## config.mk

```make
export PLATFORM = sky130hd
export DESIGN_NAME = dcrf_front
export DESIGN_NICKNAME = d
export VERILOG_FILES = /design/src/sv/dcrf_pkg.sv /design/src/sv/dcrf_front.sv
export SDC_FILE = /design/constraint.sdc
export NUM_CORES = 1
export LEC_CHECK = 0
export BUFFER_PORTS_ARGS = -buffer_cell sky130_fd_sc_hd__buf_2
export CAP_MARGIN = 0
export CORE_MARGIN = 2
export CORE_UTILIZATION = 49
export CTS_BUF_LIST = sky130_fd_sc_hd__clkbuf_4
export DETAILED_ROUTE_END_ITERATION = 16
export PLACE_DENSITY = 0.78
export SLEW_MARGIN = 10
export SYNTH_ARGS = -nofsm -noshare
export SYNTH_HDL_FRONTEND = slang
export SYNTH_SLANG_ARGS = --single-unit
export TNS_END_PERCENT = 5
```

## constraint.sdc

```tcl
create_clock -name clk -period 4.36 [get_ports clk]
set_input_delay 0.654 -clock clk [delete_from_list [all_inputs] [get_ports clk]]
set_output_delay 0.654 -clock clk [all_outputs]
set_load 0.005 [all_outputs]
```

## src/sv/dcrf_pkg.sv

```systemverilog
// Package with the shared types and constants of the distance constraint record filter.
`default_nettype none
package dcrf_pkg;

    localparam int DEF_MAX_CONSTRAINTS = 16;
    localparam int DEF_MAX_LOOP        = 64;
    localparam int DEF_MAX_SIDE        = 32;
    localparam int CHAIN_BYTES         = 6;
    localparam int CHAIN_W             = CHAIN_BYTES * 8;
    localparam int QUEUE_DEPTH         = 2;

    // Configuration register indexes.
    localparam logic [1:0] REG_LOOP_LENGTH = 2'd0;
    localparam logic [1:0] REG_DIST_SIDE   = 2'd1;

    // Item operation, one per mode code.
    typedef enum logic [1:0] {
        OP_LOAD_PLUS  = 2'd0,
        OP_LOAD_MINUS = 2'd1,
        OP_ELEMENT    = 2'd2,
        OP_CLEAR      = 2'd3
    } op_t;

    typedef struct packed {
        logic [1:0]         mode;
        logic [5:0]         constraint_number;
        logic signed [15:0] min_dist;
        logic signed [15:0] max_dist;
        logic [5:0]         element_column;
        logic signed [15:0] distance;
        logic [31:0]        record_id;
        logic [CHAIN_W-1:0] chain_id;
        logic               last_element;
    } in_t;

    typedef struct packed {
        logic [31:0] current_record;
        logic        plus_ok;
        logic        back_checked;
        logic [31:0] back_record;
        logic        back_remove;
        logic        table_overflow;
    } out_t;

    // Classified item as it waits in the queue.
    typedef struct packed {
        op_t op;
        in_t item;
    } cmd_t;

    typedef struct packed {
        logic [6:0] loop_length;
        logic [5:0] distances_per_side;
    } cfg_t;

endpackage
`default_nettype wire

```

## src/sv/dcrf_front.sv

```systemverilog
// Front end: accepts input beats, classifies them and queues them for the back end.
`default_nettype none
module dcrf_front
    import dcrf_pkg::*;
(
    input  wire logic clk,
    input  wire logic rst_n,
    input  wire logic in_valid,
    output logic      in_stall,
    input  wire in_t  in_data,
    output logic      cmd_valid,
    output cmd_t      cmd,
    input  wire logic cmd_pop,
    output logic [1:0] level
);

    logic [1:0] count_reg, count_next;
    logic       rd_reg, rd_next;
    logic       wr_reg, wr_next;
    cmd_t       q_reg [QUEUE_DEPTH];
    logic       push;
    logic       pop;

    assign in_stall  = (count_reg == 2'(QUEUE_DEPTH));
    assign push      = in_valid && !in_stall;
    assign pop       = cmd_pop && (count_reg != 2'd0);
    assign cmd_valid = (count_reg != 2'd0);
    assign cmd       = q_reg[rd_reg];
    assign level     = count_reg;

    // Queue pointers and fill level.
    always_comb
    begin
        count_next = count_reg + 2'(push) - 2'(pop);
        rd_next    = rd_reg ^ pop;
        wr_next    = wr_reg ^ push;
    end

    always_ff @(posedge clk or negedge rst_n)
    begin
        if (!rst_n)
        begin
            count_reg <= '0;
            rd_reg    <= 1'b0;
            wr_reg    <= 1'b0;
        end
        else
        begin
            count_reg <= count_next;
            rd_reg    <= rd_next;
            wr_reg    <= wr_next;
        end
    end

    // Queue storage; the mode code is decoded into an operation on entry.
    always_ff @(posedge clk)
    begin
        if (push)
        begin
            q_reg[wr_reg].op   <= op_t'(in_data.mode);
            q_reg[wr_reg].item <= in_data;
        end
    end

endmodule
`default_nettype wire

```

==> results.md <==
- Post-CTS Resized: 0
- Tmin final: approximately 3300 ps
- Sequential share of the synthesized area: 0.805
- I/O Buffers: 295
- Critical Path Start Type: register
- Mapped Area: about 11000 µm²
- First drt pass iteration count: 6
- Vias in the first global route: just over 6000
- CTS tree: yes
- ANT nets after route: 0
- Core ar.: ~22000 µm²
- # setup viols final: 0
- Power Density: approximately 640 nW/µm²
- CP Capture Type: primary output
- Most area-hungry cell type in the Yosys netlist: edfxtp_1
- Setup WS post-layout: 1010 ps
- Leading cell types in the layout, fill and taps excluded: buf_2 (295), edfxtp_1 (286), clkbuf_4 (101)
- Required time of the critical path: 3710 ps
- Number of flip-flops in the largest register: approximately 290
- Mean Syn Cell Area: around 23 µm²
- Pleak: roughly 5.3 nW
- Via density: just under 5
- Antenna violations before repair: 4
- Routed wire length per instance: approximately 17 µm
- Slew HR: 0.361
- GR Overflow Total: 0
- Ys Warns: 0
- Multi-input gate area: about 2000 µm²
- Synth area leaders: edfxtp_1 (80%), mux2_2 (8.7%), mux2_4 (8.3%)
- First DRT Iteration DRCs: approximately 200
- Most common cell after layout, fill and taps aside: buf_2
- Primary FF master, synth: edfxtp_1
- RSZ-0062 raised after global routing: no
- Hold WS: a little under 200 ps
- Largest net degree at the start of global routing: 75
- CP max FO: 54
- GPL Wtd Cong: approximately 0.77
- Filler Cells Inserted: between 1500 and 2000
- Synth unique cells: 16
- Critical path class: reg -> out
- Worst VDD drop: around 0.41 mV
- Worst-path clk slew: roughly 70 ps
- Top Ports: just under 300
- Worst skew pair latency: roughly 640 ps
- Final setup skew: between 40 and 50 ps
- Nets@finish: slightly below 1000
- Starting density of the core: 0.498
- CTS Root Cell: clkbuf_4
- Die outline area: 23200 µm²
- Via count: 5743
- Worst-Margin Slew: 959 ps
- Final HPWL DP: about 13000 µm
- Post-synth EDFFs: between 200 and 300
- MaxCap Viol Count: 0
- Reg area: between 8000 and 9000 µm²
- CTS Sinks: 290
- Fraction of layout cells with a size suffix above 1: 0.638
- Pre-CTS setup slack: approximately 1700 ps
- Post-Syn Nets: around 620
- Tcrit/Tclk final: 0.767
- # rows: 54
- Clock tree buffer depth: 3
- Die Height: between 150 and 200 µm
- DRC errors left: 0
- Synthesis-stage register bit count: between 200 and 300
- Setup TNS Final: 0 ps
- Synth async-reset ratio: 0.0138
- Worst Path Arrival: roughly 2700 ps
- Post-Syn Instances: between 400 and 500
- Die Width: approximately 150 µm
- GRT Util Overall: 0.170
- Htree depth: 3
- Num CTS Buffers: 73
- Area Growth Syn to Fin: 25.0%
- Max Slew Vio Count: 0
- Top cell type's share of synthesized area: 0.796
- Achievable frequency: 299 MHz
- First-pass GRT wire length: between 30000 and 40000 µm
- Fin. Hold Viols: 0
- Outcome: finished, final reports clean
- Worst Hold Class: in -> reg
- Final wirelength: roughly 20000 µm
==> report_power, final <==
part,internal (W),total [W],switching (W)
Clock,0.00108,0.00208,0.00100
Sequential,0.00381,0.00408,0.000274
Combinational,0.00135,0.00247,0.00112
==> path summary, 6_finish.rpt <==
check | end | slack (ps) | depth (start not counted) | start
setup / recovery | cmd[143] | 1010 | 3 | rd_reg
hold / removal | q_reg[1][75] | 200 | 1 | in_data[75]
setup reg to reg | q_reg[0][49] | 2100 | 4 | level[1]
hold reg to reg | level[1] | 540 | 1 | level[1]
max in group asynchronous | rd_reg | 3880 | 2 | rst_n
min in group asynchronous | rd_reg | 340 | 2 | rst_n
==> through the flow <==
| stage | std cells | instance area [µm²] | power (W) | utilization |
|---|---|---|---|---|
| floorplan | 467 | 10800 | 0.00572 | - |
| global placement | 1033 | 12600 | 0.00659 | 0.581 |
| detailed placement | 1033 | 12600 | 0.00665 | 0.581 |
| CTS | 1161 | 13500 | 0.00878 | 0.621 |
| global route | 1163 | 13500 | 0.00912 | 0.622 |
| finish | 1163 | 13500 | 0.00863 | 0.622 |
==> kinds of logic (layout without fill, tap and decap cells) <==
logic type / Yosys count / count (layout) / synth area share
mux: 143 / 143 / 0.170
flops: 290 / 290 / 0.805
compound gates: 1 / 1 / 0.000696
other cells: 0 / 2 / 0
xor+xnor: 3 / 3 / 0.00244
simple gates: 4 / 4 / 0.00209
buf+inv: 22 / 436 / 0.0148
fa+ha+maj: 4 / 4 / 0.00464
==> metal layers <==
| layer | vias to the layer above | wire length [µm] | GRT usage | share of wire |
|---|---|---|---|---|
| met5 | - | 27 | 0 | 0.0013 |
| met2 | 299 | 9710 | 0.277 | 0.48 |
| met3 | 64 | 1850 | 0.0742 | 0.093 |
| met1 | 2737 | 7740 | 0.188 | 0.39 |
| met4 | 4 | 694 | 0.0921 | 0.035 |
| li1 | 2639 | - | - | - |
==> timing repair <==
item,CTS,global route
buffers inserted,0,0
endpoints found under the hold margin,4,0
hold buffers,1,0
==> cell type report <==
class,instances,area share
antenna,2,0.000371
clock inverter,26,0.00779
inverter,4,0.00111
tap,280,0.0260
multi-input combinational,155,0.146
sequential,290,0.645
clock buffer,101,0.0562
timing repair buffer,305,0.118
==> Yosys cell counts, types with 2 or more instances <==
master,instances
xnor2_1,2
mux2_4,60
edfxtp_1,286
inv_1,4
mux2_2,83
buf_2,8
ha_1,4
dfrtp_1,4
buf_4,2
buf_6,8
==> worst max-delay path, stage by stage (launching register included) <==
cell and delay [ps]:
dfrtp_4 1040, buf_4 420, mux2_2 390, buf_2 130
(Power assumes the default switching activity.)
